File: config.mk
export PLATFORM = sky130hd
export DESIGN_NAME = fifo_page_replacement_flat
export DESIGN_NICKNAME = d
export VERILOG_FILES = /design/src/rtl/core/fpr_pkg.sv /design/src/rtl/core/fpr_chan_if.sv /design/src/rtl/core/fifo_page_replacement.sv /design/src/rtl/core/fpr_ctrl.sv /design/src/rtl/core/fpr_dp.sv /design/src/flat_wrapper.sv
export SDC_FILE = /design/constraint.sdc
export NUM_CORES = 1
export LEC_CHECK = 0
export ABC_CLOCK_PERIOD_IN_PS = 5000
export BUFFER_PORTS_ARGS = -buffer_cell sky130_fd_sc_hd__clkbuf_2
export CAP_MARGIN = 20
export CORE_ASPECT_RATIO = 0.6
export CORE_MARGIN = 2
export CORE_UTILIZATION = 59
export DETAILED_ROUTE_END_ITERATION = 6
export PLACE_DENSITY = 0.93
export SLEW_MARGIN = 20
export SYNTH_ARGS = -nofsm -noshare
export SYNTH_HDL_FRONTEND = slang
export SYNTH_SLANG_ARGS = --single-unit
File: constraint.sdc
create_clock -name clk -period 5 [get_ports clk]
set_input_delay 0.75 -clock clk [delete_from_list [all_inputs] [get_ports clk]]
set_output_delay 0.75 -clock clk [all_outputs]
set_load 0.01 [all_outputs]
File: src/rtl/core/fpr_pkg.sv
// shared constants and types for the fifo page replacement block
`timescale 1ns / 1ps

package fpr_pkg;

  localparam int FRAMES    = 8;
  localparam int PAGE_W    = 16;
  localparam int CNT_W     = 16;
  localparam int CFG_W     = 4;
  localparam int PTR_W     = (FRAMES > 1) ? $clog2(FRAMES) : 1;
  localparam int NUM_W     = $clog2(FRAMES + 1);
  localparam int CMP_W     = (NUM_W > CFG_W) ? NUM_W : CFG_W;
  localparam int APB_DW    = 32;
  localparam int APB_AW    = 1;

  localparam logic [CFG_W-1:0]  CFG_FRAMES_RESET = CFG_W'(8);
  localparam logic [CNT_W-1:0]  COUNT_MAX        = '1;
  localparam logic [APB_AW-1:0] ADDR_FRAMES      = '0;

  typedef logic [PAGE_W-1:0] page_t;

  // controller to datapath
  typedef struct packed {
    logic load;     // capture the incoming reference
    logic commit;   // evaluate held reference, update frames, load result
    logic cfg_we;   // write frames_in_use
  } fpr_cmd_t;

endpackage

File: src/rtl/core/fpr_chan_if.sv
// valid/ready channel interfaces for page references and results
`timescale 1ns / 1ps

interface fpr_req_if;
  logic                 valid;
  logic                 ready;
  logic [fpr_pkg::PAGE_W-1:0] page_number;
  logic                 last_in_string;

  modport source (output valid, page_number, last_in_string, input ready);
  modport sink   (input valid, page_number, last_in_string, output ready);
endinterface

interface fpr_rsp_if;
  logic                 valid;
  logic                 ready;
  logic                 page_fault;
  logic                 evicted_valid;
  logic [fpr_pkg::PAGE_W-1:0] evicted_page;
  logic [fpr_pkg::CNT_W-1:0]  fault_total;

  modport source (output valid, page_fault, evicted_valid, evicted_page, fault_total,
                  input ready);
  modport sink   (input valid, page_fault, evicted_valid, evicted_page, fault_total,
                  output ready);
endinterface

File: src/rtl/core/fifo_page_replacement.sv
// top level of the fifo page replacement block: channels, register port, control and datapath
// flow: an accepted reference waits in the hold stage, then is evaluated into the result register
// throughput: one reference per cycle while results are taken; the result register
//   holds a finished result while the next reference is captured and waits in the hold stage
// reset (rst, synchronous, active high): all frames empty, pointer and fault count zero,
//   frames_in_use back to 8, no result pending; no clearing pass is needed
`timescale 1ns / 1ps

module fifo_page_replacement (
  input  logic                        clk,
  input  logic                        rst,
  // register port
  input  logic                        psel,
  input  logic                        penable,
  input  logic                        pwrite,
  input  logic [fpr_pkg::APB_AW-1:0]  paddr,
  input  logic [fpr_pkg::APB_DW-1:0]  pwdata,
  output logic [fpr_pkg::APB_DW-1:0]  prdata,
  output logic                        pready,
  // page references in, replacement results out
  fpr_req_if.sink                     page_ref,
  fpr_rsp_if.source                   replace_result
);
  import fpr_pkg::*;

  fpr_cmd_t          cmd;
  logic              cfg_write;
  logic [CFG_W-1:0]  frames_in_use;

  // register port is always ready; a write lands in the access phase
  assign pready    = 1'b1;
  assign cfg_write = psel && penable && pwrite && pready && (paddr == ADDR_FRAMES);

  // read back frames_in_use, anything else reads zero
  assign prdata = (paddr == ADDR_FRAMES) ? APB_DW'(frames_in_use) : '0;

  // controller: hands the reference into the hold stage and the result register
  fpr_ctrl u_ctrl (
    .clk       (clk),
    .rst       (rst),
    .in_valid  (page_ref.valid),
    .in_ready  (page_ref.ready),
    .out_valid (replace_result.valid),
    .out_ready (replace_result.ready),
    .cfg_write (cfg_write),
    .cmd       (cmd)
  );

  // datapath: lookup over the frames in use, fifo replacement and fault count
  fpr_dp u_dp (
    .clk            (clk),
    .rst            (rst),
    .cmd            (cmd),
    .cfg_wdata      (pwdata[CFG_W-1:0]),
    .frames_in_use  (frames_in_use),
    .page_number    (page_ref.page_number),
    .last_in_string (page_ref.last_in_string),
    .page_fault     (replace_result.page_fault),
    .evicted_valid  (replace_result.evicted_valid),
    .evicted_page   (replace_result.evicted_page),
    .fault_total    (replace_result.fault_total)
  );

endmodule

File: src/rtl/core/fpr_ctrl.sv
// controller: reference hold and result register handshake
`timescale 1ns / 1ps

module fpr_ctrl (
  input  logic              clk,
  input  logic              rst,
  input  logic              in_valid,
  output logic              in_ready,
  output logic              out_valid,
  input  logic              out_ready,
  input  logic              cfg_write,
  output fpr_pkg::fpr_cmd_t cmd
);
  import fpr_pkg::*;

  localparam logic ST_IDLE = 1'b0;
  localparam logic ST_EVAL = 1'b1;

  logic state;
  logic state_next;
  logic out_valid_next;
  logic commit;
  logic load;

  // result slot free when empty or being drained this cycle
  assign commit   = (state == ST_EVAL) && (!out_valid || out_ready);
  assign in_ready = (state == ST_IDLE) || commit;
  assign load     = in_valid && in_ready;

  always_comb begin
    state_next = state;
    case (state)
      ST_IDLE: begin
        if (load) state_next = ST_EVAL;
      end
      ST_EVAL: begin
        if (commit && !load) state_next = ST_IDLE;
      end
      default: state_next = ST_IDLE;
    endcase
  end

  always_comb begin
    out_valid_next = out_valid;
    if (commit) out_valid_next = 1'b1;
    else if (out_ready) out_valid_next = 1'b0;
  end

  always_ff @(posedge clk) begin
    if (rst) begin
      state     <= ST_IDLE;
      out_valid <= 1'b0;
    end else begin
      state     <= state_next;
      out_valid <= out_valid_next;
    end
  end

  assign cmd.load   = load;
  assign cmd.commit = commit;
  assign cmd.cfg_we = cfg_write;

endmodule

File: src/rtl/core/fpr_dp.sv
// datapath: frame table, lookup row, replace pointer, fault counter, result register
`timescale 1ns / 1ps

module fpr_dp (
  input  logic                       clk,
  input  logic                       rst,
  input  fpr_pkg::fpr_cmd_t          cmd,
  input  logic [fpr_pkg::CFG_W-1:0]  cfg_wdata,
  output logic [fpr_pkg::CFG_W-1:0]  frames_in_use,
  input  logic [fpr_pkg::PAGE_W-1:0] page_number,
  input  logic                       last_in_string,
  output logic                       page_fault,
  output logic                       evicted_valid,
  output logic [fpr_pkg::PAGE_W-1:0] evicted_page,
  output logic [fpr_pkg::CNT_W-1:0]  fault_total
);
  import fpr_pkg::*;

  page_t              frame_page [FRAMES];
  logic [FRAMES-1:0]  frame_valid;
  logic [PTR_W-1:0]   replace_pointer;
  logic [CNT_W-1:0]   fault_count;

  page_t              hold_page;
  logic               hold_last;

  logic [CMP_W-1:0]   cfg_ext;
  logic [CMP_W-1:0]   active;
  logic [FRAMES-1:0]  match;
  logic               hit;
  logic [PTR_W-1:0]   slot;
  logic [CMP_W-1:0]   slot_inc;
  logic [PTR_W-1:0]   ptr_adv;
  logic [CNT_W-1:0]   count_inc;

  assign cfg_ext = CMP_W'(frames_in_use);

  // zero acts as one, anything above the table size acts as the table size
  always_comb begin
    if (cfg_ext == '0) active = CMP_W'(1);
    else if (cfg_ext > CMP_W'(FRAMES)) active = CMP_W'(FRAMES);
    else active = cfg_ext;
  end

  // compare row over the frames in use
  always_comb begin
    for (int i = 0; i < FRAMES; i++) begin
      match[i] = frame_valid[i] && (CMP_W'(i) < active) && (frame_page[i] == hold_page);
    end
  end
  assign hit = |match;

  // stale pointer past the frames in use restarts at frame 0
  assign slot      = (CMP_W'(replace_pointer) >= active) ? '0 : replace_pointer;
  assign slot_inc  = CMP_W'(slot) + CMP_W'(1);
  assign ptr_adv   = (slot_inc >= active) ? '0 : slot_inc[PTR_W-1:0];
  assign count_inc = (fault_count == COUNT_MAX) ? fault_count : fault_count + CNT_W'(1);

  always_ff @(posedge clk) begin
    if (rst) begin
      frames_in_use   <= CFG_FRAMES_RESET;
      frame_valid     <= '0;
      replace_pointer <= '0;
      fault_count     <= '0;
    end else begin
      if (cmd.cfg_we) frames_in_use <= cfg_wdata;
      if (cmd.commit) begin
        if (hold_last) begin
          frame_valid     <= '0;
          replace_pointer <= '0;
          fault_count     <= '0;
        end else if (!hit) begin
          frame_valid[slot] <= 1'b1;
          replace_pointer   <= ptr_adv;
          fault_count       <= count_inc;
        end
      end
    end
  end

  always_ff @(posedge clk) begin
    if (cmd.load) begin
      hold_page <= page_number;
      hold_last <= last_in_string;
    end
    if (cmd.commit) begin
      if (!hit) frame_page[slot] <= hold_page;
      page_fault    <= !hit;
      evicted_valid <= !hit && frame_valid[slot];
      evicted_page  <= (!hit && frame_valid[slot]) ? frame_page[slot] : '0;
      fault_total   <= hit ? fault_count : count_inc;
    end
  end

endmodule
File: src/flat_wrapper.sv
// flat-port wrapper written by rule: the top's interface ports become plain ports
module fifo_page_replacement_flat import fpr_pkg::*;
  (clk, rst, psel, penable, pwrite, paddr, pwdata, prdata, pready, page_ref_valid, page_ref_page_number, page_ref_last_in_string, page_ref_ready, replace_result_valid, replace_result_page_fault, replace_result_evicted_valid, replace_result_evicted_page, replace_result_fault_total, replace_result_ready);
  fpr_req_if page_ref_i ();
  fpr_rsp_if replace_result_i ();
  input  logic clk;
  input  logic rst;
  input  logic psel;
  input  logic penable;
  input  logic pwrite;
  input  logic [fpr_pkg::APB_AW-1:0] paddr;
  input  logic [fpr_pkg::APB_DW-1:0] pwdata;
  output logic [fpr_pkg::APB_DW-1:0] prdata;
  output logic pready;
  input wire logic [$bits(page_ref_i.valid)-1:0] page_ref_valid;
  input wire logic [$bits(page_ref_i.page_number)-1:0] page_ref_page_number;
  input wire logic [$bits(page_ref_i.last_in_string)-1:0] page_ref_last_in_string;
  output wire logic [$bits(page_ref_i.ready)-1:0] page_ref_ready;
  output wire logic [$bits(replace_result_i.valid)-1:0] replace_result_valid;
  output wire logic [$bits(replace_result_i.page_fault)-1:0] replace_result_page_fault;
  output wire logic [$bits(replace_result_i.evicted_valid)-1:0] replace_result_evicted_valid;
  output wire logic [$bits(replace_result_i.evicted_page)-1:0] replace_result_evicted_page;
  output wire logic [$bits(replace_result_i.fault_total)-1:0] replace_result_fault_total;
  input wire logic [$bits(replace_result_i.ready)-1:0] replace_result_ready;
  assign page_ref_i.valid = page_ref_valid;
  assign page_ref_i.page_number = page_ref_page_number;
  assign page_ref_i.last_in_string = page_ref_last_in_string;
  assign page_ref_ready = page_ref_i.ready;
  assign replace_result_valid = replace_result_i.valid;
  assign replace_result_page_fault = replace_result_i.page_fault;
  assign replace_result_evicted_valid = replace_result_i.evicted_valid;
  assign replace_result_evicted_page = replace_result_i.evicted_page;
  assign replace_result_fault_total = replace_result_i.fault_total;
  assign replace_result_i.ready = replace_result_ready;
  fifo_page_replacement u_core (.clk(clk), .rst(rst), .psel(psel), .penable(penable), .pwrite(pwrite), .paddr(paddr), .pwdata(pwdata), .prdata(prdata), .pready(pready), .page_ref(page_ref_i), .replace_result(replace_result_i));
endmodule
# Yosys cells after proc, flatten, opt, wreduce, memory -nomap -nowiden
# Memories as Yosys holds them, arrays and structs flattened. A register that Yosys moved wholly into a read port is not among the register bits.
# Cells that the tools add are included.
# W data, S select, Z words.
# totals
out_inout_bits	69
ram_bits	128
in_bits	57
reg_bits	68
elab_cells	98
mem_count	1
# mem_list
name	words	word_bits	read_ports	rd_ports_with_merged_regs	write_ports	line_no	text
u_core.u_dp.frame_page	8	16	9	1	1	fpr_dp.sv:19	page_t frame_page [FRAMES];
# classes
addsub	2
n_mux	24
magnitude_cmp	13
bitwise	3
n_reduce_logical	34
n_eq_ne	10
# ops
operator	n
$eq A16 B16 Y1	8
$mux W16	3
$logic_and A1 B1 Y1	24
$add A16 B1 Y16 const B	1
$eq A16 B16 Y1 const B	1
$lt A3 B4 Y1 const A	4
$mux W8	2
$mux W3	4
$mux W4	3
$mux W1	9
$lt A1 B4 Y1 const A	2
$lt A2 B4 Y1 const A	2
$or A8 B8 Y8	1
$reduce_or A8 Y1	1
$add A3 B1 Y4 const B	1
$ge A3 B4 Y1	1
$ge A4 B4 Y1	1
$gt A4 B4 Y1 const B	1
$logic_not A1 Y1	4
$logic_not A4 Y1	1
$lt A3 B4 Y1 const B	1
$bmux W1 S3	1
$demux W1 S3	1
$ge A3 B1 Y1 const B	1
other kinds (6)	8

# Logic depth before layout (Yosys ltp)
# depth
ltp_word	12
depth_mapped	18
ltp_nobuf	16

# Hierarchy
# A second synthesis with hierarchy kept.
# unflattened
cells_unflattened	816
area_unflattened_um2	10518.8
# by_module_without_submodules
mod	instances	seq_area_each_um2	area_per_inst_um2	cells_per_inst
fpr_dp	1	5995.8	10122.2	767
fifo_page_replacement	1	0.0	270.3	36
fpr_ctrl	1	40.0	126.4	13

# Worst setup path before layout
# Ideal clock, no wire load.
# synth_timing
path_kind	flip-flop to flip-flop
start	register u_core.u_dp.hold_page[5]
end	memory u_core.u_dp.frame_page[6][0] (netlist bit), enable pin
n_path_buf	3
required_time_ns	4.570
path_stages_with_launch	12
arrival_time_ns	3.856
slack_ns	0.714
synth_period_minus_slack_ns	4.286
setup_time_ns	0.430
cell_sequence	edfxtp_1 buf_4 xnor2_1 and3_1 and4_4 a32o_1 or4_4 buf_6 inv_1 buf_2 nand2_1 nor4_1
# synth_via
elab_chain_len	6
elab_cells_between_ends	20
cone_classes	8 x eq/ne; 3 x mux; 9 x reduce/logical
# synth_rtl
element	line_no	text
start: declaration	fpr_dp.sv:24	page_t hold_page;
start signal: assignment	fpr_dp.sv:83	hold_page <= page_number;
$eq A16 B16 Y1	fpr_dp.sv:48	match[i] = frame_valid[i] && (CMP_W'(i) < active) && (frame_page[i] == hold_page);
$logic_and A1 B1 Y1	fpr_dp.sv:48	
$reduce_or A8 Y1 *	fpr_dp.sv:51	assign hit = |match;
$mux W1 *	fpr_dp.sv:87	if (!hit) frame_page[slot] <= hold_page;
$mux W1 *	fpr_dp.sv:86	if (cmd.commit) begin
$mux W1 (implied by the code) *	fpr_dp.sv:87	
end: declaration	fpr_dp.sv:19	
# Mark *: on every way between the ends. The rest lies on a longest branch, timed or not.

# Final worst setup path
# layout_timing
start	register u_core.u_dp.frames_in_use[2] (netlist bit)
end	register u_core.u_dp.replace_pointer[0]
# layout_via
elab_chain_len	10
elab_cells_between_ends	38
cone_classes	1 x add/sub; 11 x order compare; 1 x eq/ne; 6 x mux; 19 x reduce/logical
# layout_rtl
element	line_no	text
start: declaration	fpr_dp.sv:9	output logic [fpr_pkg::CFG_W-1:0] frames_in_use,
start signal: assignment	fpr_dp.sv:66	if (cmd.cfg_we) frames_in_use <= cfg_wdata;
$gt A4 B4 Y1	fpr_dp.sv:41	else if (cfg_ext > CMP_W'(FRAMES)) active = CMP_W'(FRAMES);
$mux W4	fpr_dp.sv:41	
$mux W4 *	fpr_dp.sv:40	if (cfg_ext == '0) active = CMP_W'(1);
$ge A3 B4 Y1	fpr_dp.sv:54	assign slot = (CMP_W'(replace_pointer) >= active) ? '0 : replace_pointer;
$mux W3	fpr_dp.sv:54	
$add A3 B1 Y4	fpr_dp.sv:55	assign slot_inc = CMP_W'(slot) + CMP_W'(1);
$ge A4 B4 Y1	fpr_dp.sv:56	assign ptr_adv = (slot_inc >= active) ? '0 : slot_inc[PTR_W-1:0];
$mux W3	fpr_dp.sv:56	
$mux W3	fpr_dp.sv:72	end else if (!hit) begin
$mux W3	fpr_dp.sv:68	if (hold_last) begin
end signal: assignment	fpr_dp.sv:74	replace_pointer <= ptr_adv;
end: declaration	fpr_dp.sv:21	logic [PTR_W-1:0] replace_pointer;
# Mark *: on every way between the ends. The rest lies on a longest branch, timed or not. The select of a mux whose other input is x is not followed.
# A chain may end at the register's enable or synchronous reset.

==> metrics.yaml <==
grt_pass1_wl_um: 40600
hpwlAfterDp_um: 19700
end_kind: "flip-flop"
routed_wl_um: 27400
finalSetupViolCount: 0
cts_setup_buffers: 0
violations: "DRC"
peakVddDrop_v: 0.000317
ant_nets: 0
viasPerCell: 6.59
cts_hold_buf: 0
setup_tns_ns: 0
clk_pin_slew_ns: 0.07
ctsResizeCount: 0
synth_top_area_share_pct: 50.2
ioPinCount: 126
preCtsSetupSlack_ns: 0.764
period_share_pct: 88.7
drv_cap: 0
min_to: "u_core.u_dp.hold_last$_DFFE_PP_"
num_antenna_cells: 0
reg2reg_to: "u_core.u_dp.replace_pointer[0]$_SDFFE_PP0P_"
skew_ns: 0.0119
fmax_ghz: 0.225
hold_path.class: "input pin to flip-flop"
reg2regPathDepth: 17
cts_tree: "yes"
drt_first_pass_iters: 7
ys_warn_count: 0
setup_ws_ns: 0.565
power.leakage_uw: 0.00417
syn_avg_cell_area_sq_um: 12.6
drtIter0Drc: 1374
drv_slew: 0
fin_nets: 975
final_cell_mix: "179 x edfxtp_1, 127 x xor2_1, 68 x clkbuf_2"
clk_latency_ns: 0.51
grt_pass1_vias: 6923
hold_viol_final: 0
synth_top_area_cell: "edfxtp_1"
synth.distinct_cells: 60
rsz0062_at_grt: "no"
start_util_pct: 59.8
die_area_sq_um: 19300
cp.required_ns: 5.44
grtUsageTotal_pct: 28.4
maxSlewHeadroom_pct: 34.3
cts.path.max_buffers: 3
clkSinkCount: 212
worst_ep_arrival_time_ns: 4.87
drive_gt1_share_pct: 17.8
synthFlopType: "edfxtp_1"
final_common_cell: "edfxtp_1"
seq_area_frac_synth_pct: 56.4
yosys_register_bits: 212
status: "finished with violations"
critical_path.max_fanout: 18
yosys-top-cells-area: "edfxtp_1 50%, xor2_1 10%, dfxtp_1 6.2%, mux4_2 3.6%, nor4_1 3.0%"
netlist_area_sq_um: 10700
cts_made_buffers: 20
h-tree-depth: 1
cts_root_buffer: "clkbuf_16"
powerDensity_nw_per_um2: 323
synth-edff-count: 179
holdWs_ns: 0.417
worstHoldStart: "page_ref_last_in_string"
rows: 38
wl_per_cell_um: 23.6
reg2reg_from: "u_core.u_dp.frames_in_use[2]$_SDFFE_PP0P_"
finish.instance_area_sq_um: 11800
startpoint_type: "flip-flop"
synth_cells: 853
port_buffers: 68
post-route-util_pct: 65.6
place_area_sq_um: 11100
area_growth_pct: 9.84
crit_type: "flip-flop to flip-flop"
grt_max_degree: 42
grt_overflow: 0
gp_congestion: 0.959
antenna_found_initial: 0
fin_crit_ns: 4.43
drc: 18
async_flop_share_pct: 0
die_y_um: 108
via_count: 7652
r2r_slack_ns: 0.57
core_area_sq_um: 17900
dieWidth_um: 178
tightest_slew_ns: 0.986
min_path_cells: 1
==> logic make-up (layout without fill, tap and decap cells) <==
logic type	Yosys count	count (layout)	synth area share (%)
XOR/XNOR	140	140	11.4
adder cells (fa/ha/maj)	9	9	1.05
flip-flops	212	212	56.4
multiplexers	43	43	6.24
buffers and inverters	93	135	5.02
AND/OR/NAND/NOR	249	249	12.7
AO/OA/AOI/OAI	105	105	7.11
other	2	29	0.0701
==> state kept, by name (all words and copies together) (netlist names) <==
register	count
u_core.u_ctrl.out_valid	1
u_core.u_ctrl.state	1
u_core.u_dp.evicted_page	16
u_core.u_dp.evicted_valid	1
u_core.u_dp.fault_count	16
u_core.u_dp.fault_total	16
u_core.u_dp.frame_page	128
u_core.u_dp.frame_valid	8
u_core.u_dp.frames_in_use	4
u_core.u_dp.hold_last	1
u_core.u_dp.hold_page	16
u_core.u_dp.page_fault	1
u_core.u_dp.replace_pointer	3
==> layer usage <==
layer | up-vias | part of all wire [%] | GRT usage [%]
met5 | - | 0 | 0
met2 | 562 | 41 | 38.9
met1 | 3722 | 42 | 44.9
li1 | 3309 | - | -
met4 | 0 | 1.6 | 4.74
met3 | 59 | 15 | 8.40
==> cell usage after synthesis, drive strengths merged (17+ instances only) <==
cell and count:
dfxtp 33, and3 17, edfxtp 179, xor2 127, a21oi 23, mux2 20
mux4 17, nand3 29, nor2 32, nor4 52, buf 54, clkbuf 23
nand2 55
==> worst max-delay path, cell delays in order (launching register included) <==
cell and delay (ns):
dfxtp_1 0.57, nor2_1 0.09, nor2_1 0.11, nor2_1 0.07, ha_1 0.30, nand2b_1 0.15
a21o_1 0.19, a21oi_1 0.38, o21ai_0 0.26, inv_2 0.15, buf_4 0.29, ha_1 0.28
nand2b_1 0.15, a21o_1 0.18, a21o_1 0.18, a2111oi_0 0.76, nand2_1 0.13, mux2i_1 0.14
==> how the worst max path moves through the flow <==
stage                                              start                                          end  slack [ns]  depth (start not counted)
3_5_place_dp   u_core.u_dp.frames_in_use[2]$_SDFFE_PP0P_  u_core.u_dp.replace_pointer[0]$_SDFFE_PP0P_        0.76                         17
6_report       u_core.u_dp.frames_in_use[2]$_SDFFE_PP0P_  u_core.u_dp.replace_pointer[0]$_SDFFE_PP0P_        0.57                         17
2_1_floorplan         u_core.u_dp.hold_page[5]$_DFFE_PP_       u_core.u_dp.frame_page[6][0]$_DFFE_PP_        0.71                         11
3_3_place_gp   u_core.u_dp.frames_in_use[3]$_SDFFE_PP1P_  u_core.u_dp.replace_pointer[0]$_SDFFE_PP0P_        0.88                         15
5_1_grt        u_core.u_dp.frames_in_use[2]$_SDFFE_PP0P_  u_core.u_dp.replace_pointer[1]$_SDFFE_PP0P_        0.29                         17
4_1_cts        u_core.u_dp.frames_in_use[2]$_SDFFE_PP0P_  u_core.u_dp.replace_pointer[0]$_SDFFE_PP0P_        0.72                         17
==> power by group <==
part	internal, uW	switching, uW	leakage [uW]
Clock	873	658	0.000318
Sequential	1950	62.6	0.00191
Combinational	90.9	156	0.00194
Total	2920	877	0.00417
==> final cells by class <==
type	instances	area, sq um
multi-input combinational	575	4260
timing repair buffer	84	460
fill	1288	6160
inverter	16	60.1
clock buffer	24	537
sequential	212	6040
tap	240	300
clock inverter	11	113
==> through the flow <==
| stage | std cells | total power [uW] |
|---|---|---|
| finish | 1162 | 3790 |
| detailed placement | 1127 | 2290 |
| CTS | 1162 | 3780 |
| global route | 1162 | 3890 |
| floorplan | 880 | 2210 |
| global placement | 1127 | 2280 |
Note: power is estimated with default switching activity, not from simulation.
